`src/hw/rtl/class_data_uleb128_decoder_macros.svh`:
```
// Assertion macros for the class-data decoder.
// Included by RTL files that check their own behaviour; no other dependency.
`ifndef CLASS_DATA_ULEB128_DECODER_MACROS_SVH
`define CLASS_DATA_ULEB128_DECODER_MACROS_SVH
`ifndef SYNTHESIS
`define CDU_ASSERT_SAME(label, clk, rst, ante, cons) \
  label: assert property (@(posedge clk) disable iff (rst) (ante) |-> (cons)) \
    else $error("class data decoder: same-cycle check failed");
`define CDU_ASSERT_NEXT(label, clk, rst, ante, cons) \
  label: assert property (@(posedge clk) disable iff (rst) (ante) |=> (cons)) \
    else $error("class data decoder: next-cycle check failed");
`else
`define CDU_ASSERT_SAME(label, clk, rst, ante, cons)
`define CDU_ASSERT_NEXT(label, clk, rst, ante, cons)
`endif
`endif

```
`src/hw/rtl/cdu_pkg.sv`:
```
// Shared types and codes of the class-data decoder.
// No dependencies.
`default_nettype none
package cdu_pkg;

  localparam logic [2:0] PHASE_FIRST_COUNT = 3'd0;
  localparam logic [2:0] PHASE_ENTRY = 3'd4;
  localparam logic [2:0] PHASE_LAST_COUNT = 3'd3;

  localparam logic [1:0] PART_DELTA  = 2'd0;
  localparam logic [1:0] PART_ACCESS = 2'd1;
  localparam logic [1:0] PART_OFFSET = 2'd2;

  localparam logic [2:0] SEC_EMPTY = 3'd4;
  localparam logic [2:0] LIST_NONE = 3'd4;
  localparam logic [1:0] LIST_STATIC = 2'd0;
  localparam logic [1:0] LIST_FIRST_METHOD = 2'd2;

  localparam logic [7:0] LEB_DATA_MASK = 8'h7f;
  localparam logic [7:0] LEB_LAST_MASK = 8'h0f;

  typedef struct packed {
    logic        done;
    logic [31:0] value;
  } leb_t;

  typedef struct packed {
    logic        valid;
    logic [2:0]  section;
    logic [31:0] member_index;
    logic [31:0] access_flags;
    logic [31:0] code_offset;
    logic        record_last;
  } result_t;

endpackage
`default_nettype wire

```
`src/hw/rtl/cdu_leb.sv`:
```
// Unsigned LEB128 value assembly, one byte per word, up to five bytes.
// Depends on cdu_pkg.
`default_nettype none
module cdu_leb
  import cdu_pkg::*;
(
  input  wire logic       clk,
  input  wire logic       rst,
  input  wire logic       fire,
  input  wire logic [7:0] data_byte,
  output leb_t            leb
);

  logic [31:0] accumulator;
  logic [2:0]  byte_position;
  logic [31:0] base;
  logic [31:0] part;

  always_comb begin
    base = (byte_position == 3'd0) ? 32'd0 : accumulator;
    part = 32'd0;
    leb.done = ~data_byte[7];
    case (byte_position)
      3'd0: part = {24'd0, data_byte & LEB_DATA_MASK};
      3'd1: part = {17'd0, data_byte[6:0], 8'd0} >> 1;
      3'd2: part = {10'd0, data_byte[6:0], 15'd0} >> 1;
      3'd3: part = {3'd0, data_byte[6:0], 22'd0} >> 1;
      3'd4: begin
        part = {data_byte[3:0] & LEB_LAST_MASK[3:0], 28'd0};
        leb.done = 1'b1;
      end
      default: part = {24'd0, data_byte & LEB_DATA_MASK};
    endcase
    if (byte_position > 3'd4) begin
      base = 32'd0;
    end
    leb.value = base | part;
  end

  always_ff @(posedge clk) begin
    if (rst) begin
      byte_position <= 3'd0;
      accumulator <= 32'd0;
    end else if (fire) begin
      accumulator <= leb.value;
      if (leb.done || byte_position > 3'd4) begin
        byte_position <= leb.done ? 3'd0 : 3'd1;
      end else begin
        byte_position <= byte_position + 3'd1;
      end
    end
  end

endmodule
`default_nettype wire

```
`src/hw/rtl/cdu_parser.sv`:
```
// Record walker: counts, running index and entry fields of a class-data record.
// Depends on cdu_pkg; takes finished values from cdu_leb.
`default_nettype none
module cdu_parser
  import cdu_pkg::*;
(
  input  wire logic  clk,
  input  wire logic  rst,
  input  wire logic  fire,
  input  wire leb_t  leb,
  output result_t    res
);

  logic [31:0] counts [4];
  logic [31:0] counts_next [4];
  logic [2:0]  phase, phase_next;
  logic [1:0]  current_list, current_list_next;
  logic [1:0]  entry_part, entry_part_next;
  logic [31:0] running_index, running_index_next;
  logic [31:0] held_access, held_access_next;

  logic [3:0]  nonzero;
  logic [3:0]  nonzero_first;
  logic [1:0]  count_slot;
  logic [2:0]  list_found;
  logic [31:0] entry_access;

  function automatic logic [2:0] next_list(input logic [3:0] nz, input logic [2:0] start);
    logic [2:0] found;
    found = LIST_NONE;
    for (int k = 3; k >= 0; k--) begin
      if (nz[k] && 3'(k) >= start) begin
        found = 3'(k);
      end
    end
    return found;
  endfunction

  always_comb begin
    for (int k = 0; k < 4; k++) begin
      nonzero[k] = counts[k] != 32'd0;
      counts_next[k] = counts[k];
    end
    nonzero_first = {leb.value != 32'd0, nonzero[2:0]};
    count_slot = (phase < PHASE_ENTRY) ? phase[1:0] : 2'd0;
    phase_next = phase;
    current_list_next = current_list;
    entry_part_next = entry_part;
    running_index_next = running_index;
    held_access_next = held_access;
    list_found = LIST_NONE;
    entry_access = (entry_part == PART_ACCESS) ? leb.value : held_access;
    res = '0;
    res.section = {1'b0, current_list};
    res.member_index = running_index;
    res.access_flags = entry_access;

    if (fire && leb.done) begin
      if (phase != PHASE_ENTRY) begin
        counts_next[count_slot] = leb.value;
        if (count_slot != PHASE_LAST_COUNT[1:0]) begin
          phase_next = {1'b0, count_slot} + 3'd1;
        end else begin
          list_found = next_list(nonzero_first, 3'd0);
          running_index_next = 32'd0;
          entry_part_next = PART_DELTA;
          if (list_found == LIST_NONE) begin
            phase_next = PHASE_FIRST_COUNT;
            current_list_next = LIST_STATIC;
            res.valid = 1'b1;
            res.section = SEC_EMPTY;
            res.member_index = 32'd0;
            res.access_flags = 32'd0;
            res.record_last = 1'b1;
          end else begin
            phase_next = PHASE_ENTRY;
            current_list_next = list_found[1:0];
          end
        end
      end else if (entry_part == PART_DELTA) begin
        running_index_next = running_index + leb.value;
        entry_part_next = PART_ACCESS;
      end else if (entry_part == PART_ACCESS && current_list >= LIST_FIRST_METHOD) begin
        held_access_next = leb.value;
        entry_part_next = PART_OFFSET;
      end else begin
        if (entry_part == PART_ACCESS) begin
          held_access_next = leb.value;
        end else begin
          res.code_offset = leb.value;
        end
        res.valid = 1'b1;
        counts_next[current_list] = counts[current_list] - 32'd1;
        entry_part_next = PART_DELTA;
        if (counts[current_list] == 32'd1) begin
          running_index_next = 32'd0;
          list_found = next_list(nonzero, {1'b0, current_list} + 3'd1);
          if (list_found == LIST_NONE) begin
            res.record_last = 1'b1;
            phase_next = PHASE_FIRST_COUNT;
            current_list_next = LIST_STATIC;
          end else begin
            current_list_next = list_found[1:0];
          end
        end
      end
    end
  end

  always_ff @(posedge clk) begin
    if (rst) begin
      for (int k = 0; k < 4; k++) begin
        counts[k] <= 32'd0;
      end
      phase <= PHASE_FIRST_COUNT;
      current_list <= LIST_STATIC;
      entry_part <= PART_DELTA;
      running_index <= 32'd0;
      held_access <= 32'd0;
    end else begin
      for (int k = 0; k < 4; k++) begin
        counts[k] <= counts_next[k];
      end
      phase <= phase_next;
      current_list <= current_list_next;
      entry_part <= entry_part_next;
      running_index <= running_index_next;
      held_access <= held_access_next;
    end
  end

endmodule
`default_nettype wire

```
`src/hw/rtl/class_data_uleb128_decoder.sv`:
```
// Class-data record decoder, top level: input register, LEB128 assembly,
// record walker and result register.
// Depends on cdu_pkg, cdu_leb, cdu_parser and the assertion macro header.
//
// Usage:
//   Input channel: data_byte with in_valid / in_stall; a word moves at a rising
//   edge with in_valid high and in_stall low. One word is one record byte.
//   Output channel: section, member_index, access_flags, code_offset and
//   record_last with out_valid / out_stall; one word per finished entry, or a
//   single word with section 4 for a record whose four counts are all zero.
//   Path: the byte that ends an entry waits in the input register, and its result
//   in the result register, before the result can be taken. Throughput: one
//   byte per cycle while no result is held by out_stall; the value accumulator
//   and the record walker each update once per byte.
//   Stall: while out_stall holds a result, the byte in the input register
//   waits and in_stall rises, so at most one further byte is taken.
//   Reset (rst, synchronous): both registers empty, decoding restarts at the
//   first count of a new record.
`default_nettype none
`include "class_data_uleb128_decoder_macros.svh"
module class_data_uleb128_decoder
  import cdu_pkg::*;
(
  input  wire logic        clk,
  input  wire logic        rst,
  input  wire logic        in_valid,
  output logic             in_stall,
  input  wire logic [7:0]  data_byte,
  output logic             out_valid,
  input  wire logic        out_stall,
  output logic [2:0]       section,
  output logic [31:0]      member_index,
  output logic [31:0]      access_flags,
  output logic [31:0]      code_offset,
  output logic             record_last
);

  logic       held_valid;
  logic [7:0] held_byte;
  logic       advance;
  leb_t       leb;
  result_t    res;

  assign advance = held_valid && (!out_valid || !out_stall);
  assign in_stall = held_valid && !advance;

  always_ff @(posedge clk) begin
    if (rst) begin
      held_valid <= 1'b0;
    end else if (in_valid && !in_stall) begin
      held_valid <= 1'b1;
    end else if (advance) begin
      held_valid <= 1'b0;
    end
  end

  always_ff @(posedge clk) begin
    if (in_valid && !in_stall) begin
      held_byte <= data_byte;
    end
  end

  cdu_leb u_leb (
    .clk       (clk),
    .rst       (rst),
    .fire      (advance),
    .data_byte (held_byte),
    .leb       (leb)
  );

  cdu_parser u_parser (
    .clk  (clk),
    .rst  (rst),
    .fire (advance),
    .leb  (leb),
    .res  (res)
  );

  always_ff @(posedge clk) begin
    if (rst) begin
      out_valid <= 1'b0;
    end else if (!out_valid || !out_stall) begin
      out_valid <= advance && res.valid;
    end
  end

  always_ff @(posedge clk) begin
    if (advance && res.valid) begin
      section <= res.section;
      member_index <= res.member_index;
      access_flags <= res.access_flags;
      code_offset <= res.code_offset;
      record_last <= res.record_last;
    end
  end

  `CDU_ASSERT_NEXT(a_held_byte_waits, clk, rst, held_valid && !advance,
                   held_valid && $stable(held_byte))
  `CDU_ASSERT_NEXT(a_result_holds, clk, rst, out_valid && out_stall,
                   out_valid && $stable(member_index) && $stable(section))
  `CDU_ASSERT_SAME(a_free_output_takes, clk, rst, out_valid && !out_stall, !in_stall)
  `CDU_ASSERT_SAME(a_stall_needs_byte, clk, rst, in_stall, held_valid && out_valid)

endmodule
`default_nettype wire
```
`config.mk`:
```
export PLATFORM = sky130hd
export DESIGN_NAME = class_data_uleb128_decoder
export DESIGN_NICKNAME = d
export VERILOG_FILES = /design/src/hw/rtl/cdu_pkg.sv /design/src/hw/rtl/cdu_leb.sv /design/src/hw/rtl/cdu_parser.sv /design/src/hw/rtl/class_data_uleb128_decoder.sv
export VERILOG_INCLUDE_DIRS = /design/src /design/src/hw/rtl
export SDC_FILE = /design/constraint.sdc
export NUM_CORES = 1
export LEC_CHECK = 0
export BUFFER_PORTS_ARGS = -buffer_cell sky130_fd_sc_hd__buf_4
export CELL_PAD_IN_SITES_DETAIL_PLACEMENT = 1
export CELL_PAD_IN_SITES_GLOBAL_PLACEMENT = 1
export CORE_MARGIN = 2
export CORE_UTILIZATION = 29
export DETAILED_ROUTE_END_ITERATION = 10
export GPL_TIMING_DRIVEN = 0
export PLACE_DENSITY = 0.51
export SLEW_MARGIN = 10
export SYNTH_ARGS = -nofsm -noshare
export SYNTH_HDL_FRONTEND = slang
export SYNTH_SLANG_ARGS = --single-unit
export TNS_END_PERCENT = 30
```
`constraint.sdc`:
```
create_clock -name clk -period 9.4 [get_ports clk]
set_input_delay 1.88 -clock clk [delete_from_list [all_inputs] [get_ports clk]]
set_output_delay 1.88 -clock clk [all_outputs]
set_load 0.02 [all_outputs]
```
* After elaboration in Yosys (flattened, before gate mapping)
Memories as Yosys holds them, arrays and structs flattened. A register that Yosys moved wholly into a read port is not among the register bits. Index checks and enable logic that the tools add are counted.
Storage, ports and cells: memories 1, output and inout bits 102, logic and storage cells 179, bits of input ports 12, memory bits (writable) 128, bits in read-only memories 0, bits in registers 216, latch bits 0
Cells by class: multiplexer cells 85, eq/ne operators 14, magnitude comparators 11, div/mod/pow operators 0, reduce and logical (&&, ||, !) cells 36, add/subtract/negate cells 5, shift-type cells 0, $mul 0, bitwise gates (word level) 11
Memories:
- u_parser.counts | depth 4, bits a word 32, rd ports 5, clocked after Yosys merged registers in 1, write ports 4, line cdu_parser.sv:14 | logic [31:0] counts [4];
Operators with widths (number):
- $mux 32 | 17
- $mux 128 | 4
- $bwmux 128 | 2
- $reduce_bool 32->1 | 5
- $mux 68 | 2
- $demux 32 s2 | 2
- $pmux 32 s4 | 1
- $mux 101 | 1
- $mux 3 | 24
- $mux 67 | 1
- $mux 33 | 2
- $add 32x32->32 | 1
- $eq 32x1->1 const B | 1
- $or 32x32->32 | 1
- $sub 32x1->32 const B | 1
- $mux 2 | 14
- $mux 1 | 15
- $logic_and 1x1->1 | 12
- $reduce_and 5->1 | 2
- $eq 3x3->1 const B | 3
- $add 2x1->3 const B | 2
- $eq 3x2->1 const B | 2
- $ge 1x3->1 const A | 2
- $ge 2x3->1 const A | 2
- other kinds (26) | 43

* Longest topological paths before layout
word-level depth 20, mapped depth 20, depth with buffers taken out 18

* By module
Synthesis repeated with hierarchy kept, for this count alone.
Unflattened totals: cell total of the unflattened synthesis 1958, area, all modules 17543.1 um^2
By module, submodules not included:
- cdu_parser | instances 1, cells an instance 1634, area an instance 12383.1 um^2
- class_data_uleb128_decoder | instances 1, cells an instance 120, area an instance 3337.0 um^2
- cdu_leb | instances 1, cells an instance 204, area an instance 1823.0 um^2

* Least setup slack after synthesis
No wires, ideal clock.
path kind reg2reg, start register u_leb.byte_position[2], end register access_flags[0], enable pin, data arrival time 7.380 ns, library setup time 0.559 ns, path buffers 3, cell stages (with the launch flop) 14, clock period less this slack 7.939 ns, slack 1.461 ns, cell sequence dfxtp_1 > clkbuf_1 > inv_1 > buf_1 > ha_1 > buf_1 > a21oi_1 > a22oi_1 > inv_2 > or4_1 > or4_1 > nor2_1 > a21oi_1 > nor2_1
RTL lines:
- from (decl) | line cdu_leb.sv:15 | logic [2:0] byte_position;
- from (signal assigned) | line cdu_leb.sv:47 | byte_position <= leb.done ? 3'd0 : 3'd1;
- from (signal assigned) | line cdu_leb.sv:49 | byte_position <= byte_position + 3'd1;
- to (signal assigned) | line class_data_uleb128_decoder.sv:91 | access_flags <= res.access_flags;
- to (decl) | line class_data_uleb128_decoder.sv:33 | output logic [31:0] access_flags,

==> tab_implementation.tex <==
\begin{tabular}{lr}
\hline
Metric & Value \\
\hline
\multicolumn{2}{l}{\textbf{Setup path}} \\
\quad Data required time of the worst path & 9.89 ns \\
\quad Worst-path maximum fanout & 10 \\
\quad Data arrival, critical path & 7.16 ns \\
\quad Startpoint-to-endpoint class of the critical path & reg -> reg \\
\quad Startpoint type of the worst setup path & register \\
\quad Crit path cell chain & clkbuf\_1 -> inv\_1 -> buf\_1 -> ha\_1 -> buf\_1 -> a21oi\_1 -> a22oi\_1 -> inv\_1 -> ha\_1 -> inv\_1 -> fa\_1 -> nor2b\_1 -> o21ai\_0 -> a21o\_1 -> a32oi\_1 -> a21boi\_0 -> o21a\_1 -> a21boi\_0 -> o21ai\_0 -> a32o\_1 \\
\quad Type of element capturing the critical path & register \\
\quad Cell with the largest stage delay on the worst path & a21oi\_1 \\
\quad CP peak stage delay & 0.79 ns \\
\quad Most used cell along the critical path & inv\_1 \\
\multicolumn{2}{l}{\textbf{Power and ir drop}} \\
\quad P\_sw & 0.001033 W \\
\quad Switching share of power & 28.76\% \\
\quad Internal power contribution & 0.002559 W \\
\quad Max rail drop VDD & 118.5 uV \\
\quad Clk pwr share & 44.6\% \\
\quad Sequential share of power & 43.7\% \\
\quad Logic gate share of total power & 11.7\% \\
\quad Leakage dissipation & 7.606 nW \\
\quad P per Cell Area & 172.7 nW/um2 \\
\multicolumn{2}{l}{\textbf{Logic synthesis}} \\
\quad Number of enable flip-flop cells after synthesis & 108 \\
\quad Sequential area share after synthesis & 45.78\% \\
\quad Syn Std Cell Area & 17490 um2 \\
\quad Netlist cell types & 73 \\
\quad YS warnings & 0 \\
\quad Average footprint of a synthesized cell & 9.226 um2 \\
\quad Flops \& latches, synth & 346 \\
\quad Post-Synthesis Cells & 1896 \\
\quad Ys flop type & dfxtp\_1 \\
\quad Synth async-reset ratio & 0\% \\
\quad Post-Syn Nets & 1951 \\
\multicolumn{2}{l}{\textbf{Die}} \\
\quad Die span in y & 249.6 um \\
\quad Die W & 249.6 um \\
\quad Row Count & 90 \\
\quad Area enclosed by the die boundary & 62300 um2 \\
\quad Core Box Area & 60020 um2 \\
\quad IO Pins & 114 \\
\quad Initial Util & 29.15\% \\
\multicolumn{2}{l}{\textbf{Status}} \\
\quad Status & finished, final reports clean \\
\multicolumn{2}{l}{\textbf{STA}} \\
\quad Max Slew Vio Count & 0 \\
\quad Layout Skew & 0.02920 ns \\
\quad Clock period minus worst slack & 6.669 ns \\
\quad Number of failing setup endpoints in the final timing report & 0 \\
\quad Top achievable clock speed & 0.1499 GHz \\
\quad Tightest hold margin & 0.4717 ns \\
\quad Setup TNS Final & 0 ns \\
\quad RSZ-0062 raised after global routing & false \\
\quad Fin. Hold Viols & 0 \\
\quad Post-route clock period utilization & 70.95\% \\
\quad Least-Margin Pin Slew & 1.320 ns \\
\quad Worst relative slew slack & 11.97\% \\
\multicolumn{2}{l}{\textbf{Layout}} \\
\quad Antenna Diode Count & 0 \\
\quad Number of nets in the final layout & 2120 \\
\quad Filler Cells Inserted & 6967 \\
\quad Most common cell after layout, fill and taps aside & nor2\_1 \\
\quad Share of cells above drive strength 1 & 12.16\% \\
\quad Most frequent cells in the layout & 299 x nor2\_1, 238 x dfxtp\_1, 129 x clkbuf\_1 \\
\quad Final design area excluding fillers & 20810 um2 \\
\quad Layout overhead on the synthesized area & 18.94\% \\
\multicolumn{2}{l}{\textbf{CTS}} \\
\quad Buffers from clock root to sink, at most & 3 \\
\quad Number of gates resized after cts & 0 \\
\quad Source-to-sink clock delay at the later pin of the worst-skew pair & 0.60 ns \\
\quad Post-CTS setup-driven buffer insertion count & 0 \\
\quad CTS tree & done \\
\quad Hold buffer count at CTS & 0 \\
\quad Clk root buf & clkbuf\_16 \\
\quad Clock H-tree levels & 2 \\
\quad Num CTS Buffers & 43 \\
\quad Number of clock sinks & 346 \\
\quad Clock slew at reported path FFs & 0.06 ns \\
\multicolumn{2}{l}{\textbf{Route}} \\
\quad Detailed Route Iter0 Violations & 1381 \\
\quad Remaining antenna violation count after routing & 0 \\
\quad Routed WL per cell & 26.76 um \\
\quad Remaining DRCs & 0 \\
\quad Total number of vias & 16262 \\
\quad Per-cell via count in the routed design & 5.648 \\
\quad Length of the first detailed-routing pass in iterations & 7 \\
\quad Total routed wirelength & 77040 um \\
\multicolumn{2}{l}{\textbf{Run}} \\
\quad Max-cap check violation count & 0 \\
\multicolumn{2}{l}{\textbf{Global routing}} \\
\quad Number of global-route vias before repair & 16782 \\
\quad Overall track demand over capacity in global routing & 24.35\% \\
\quad Global-route wire length before repair & 113500 um \\
\quad Initial antenna violation count & 1 \\
\quad Overflow left after global routing & 0 \\
\quad Pin count of the biggest net entering global routing & 32 \\
\multicolumn{2}{l}{\textbf{Placement}} \\
\quad Placed standard-cell area & 19480 um2 \\
\quad Number of buffers inserted by port buffering & 112 \\
\quad Detailed placement HPWL & 56650 um \\
\quad Final estimated routing congestion in global placement & 0.9147 \\
\multicolumn{2}{l}{\textbf{Worst hold path}} \\
\quad Worst hold path type & reg -> reg \\
\hline
\end{tabular}
logic make-up (layout without fill, tap and decap cells):
logic type	Yosys count	after routing	synth area share, %
adders and majority gates	43	43	3.118
AOI/OAI and AO/OA	524	524	20.61
and+or+nand+nor	697	697	18.67
muxes	36	36	4.520
buffers and inverters	199	400	4.756
xor gates and xnor gates	51	51	2.553
DFF	346	346	45.78
final cells by class:
type / count / area (um2) / share of cell area, %
clock inverter: 25 / 186.4 / 0.8960
inverter: 52 / 195.2 / 0.9381
sequential: 346 / 8008 / 38.49
buffer: 147 / 636.9 / 3.061
tap: 782 / 978.4 / 4.703
timing repair buffer: 124 / 987.2 / 4.745
clock buffer: 52 / 1130 / 5.430
multi-input combinational: 1351 / 8685 / 41.74
power by group through the flow:
stage,Combinational (W),Sequential [W],Clock [W]
2_1_floorplan,0.000256,0.00159,0
3_3_place_gp,0.000404,0.00160,0
3_5_place_dp,0.000411,0.00160,0
4_1_cts,0.000412,0.00157,0.00164
5_1_grt,0.000449,0.00157,0.00170
6_report,0.000420,0.00157,0.00160
layer usage:
layer	GRT usage (%)	routed length, um	share of wire, %	vias up
met5	0	0	0	-
met4	8.571	2562	3.3	0
met3	3.098	3659	4.7	119
met2	40.67	36510	47	509
met1	32.38	34310	45	8227
li1	-	-	-	7407
flip-flops by register name, summed over array words and instances (netlist names), 3 cells and up, named ones only:
name	count
u_leb.accumulator	32
u_parser.held_access	32
u_parser.running_index	32
u_parser.phase	3
section	3
held_byte	8
member_index	32
access_flags	32
code_offset	32
u_leb.byte_position	3
u_parser.counts	128
stage by stage:
step / util [%] / power, W / std cells / setup slack [ns]
after floorplan: - / 0.001849 / 1896 / 1.461
after global placement: 32.18 / 0.002006 / 2790 / -2.463
after detailed placement: 32.45 / 0.002013 / 2801 / 2.767
after CTS: 34.64 / 0.003620 / 2878 / 2.755
after global routing: 34.67 / 0.003717 / 2879 / 2.194
final: 34.67 / 0.003592 / 2879 / 2.731
cells in the mapped netlist, drive strengths merged (3+ instances only):
library cell	instances	share of area (%)
nor2	300	6.4
dfxtp	238	27
nand2	128	2.7
clkbuf	122	2.6
edfxtp	108	19
a211oi	99	4.2
a21oi	98	2.8
o21ai	93	2.7
nor3	76	2.2
inv	51	1.1
nor4	44	1.7
nor2b	43	1.6
ha	42	3.0
o221ai	37	1.9
a22oi	35	1.5
mux4	32	4.3
a221oi	30	1.5
xnor2	28	1.4
buf	25	1.0
xor2	23	1.2
nand4	21	0.79
a222oi	20	1.1
o22ai	20	0.72
nand2b	19	0.68
a21boi	17	0.73
nand3	15	0.43
a21o	14	0.60
a31oi	13	0.46
or3	12	0.43
a31o	11	0.55
and3	10	0.36
and2	9	0.32
o21a	8	0.34
a32o	6	0.34
or4	6	0.28
or2	5	0.18
mux2i	4	0.23
o32ai	4	0.20
nor4b	3	0.27
worst paths after layout:
path	slack (ns)	cells past startpoint	from	end
min	0.47	2	u_parser.running_index[12]	u_parser.running_index[12]
min reg2reg	0.47	2	u_parser.running_index[12]	u_parser.running_index[12]
max	2.73	20	u_leb.byte_position[2]	u_parser.running_index[20]
max reg2reg	2.73	20	u_leb.byte_position[2]	u_parser.running_index[20]
critical path, delay by kind of cell (launching register included):
family          cells  cell delay (ns)
compound gates     10             3.48
fa+ha+maj           3             0.97
buf+inv             6             1.52
flops               1             0.45
simple gates        1             0.12
No activity file was read; power rests on OpenSTA's default activity.
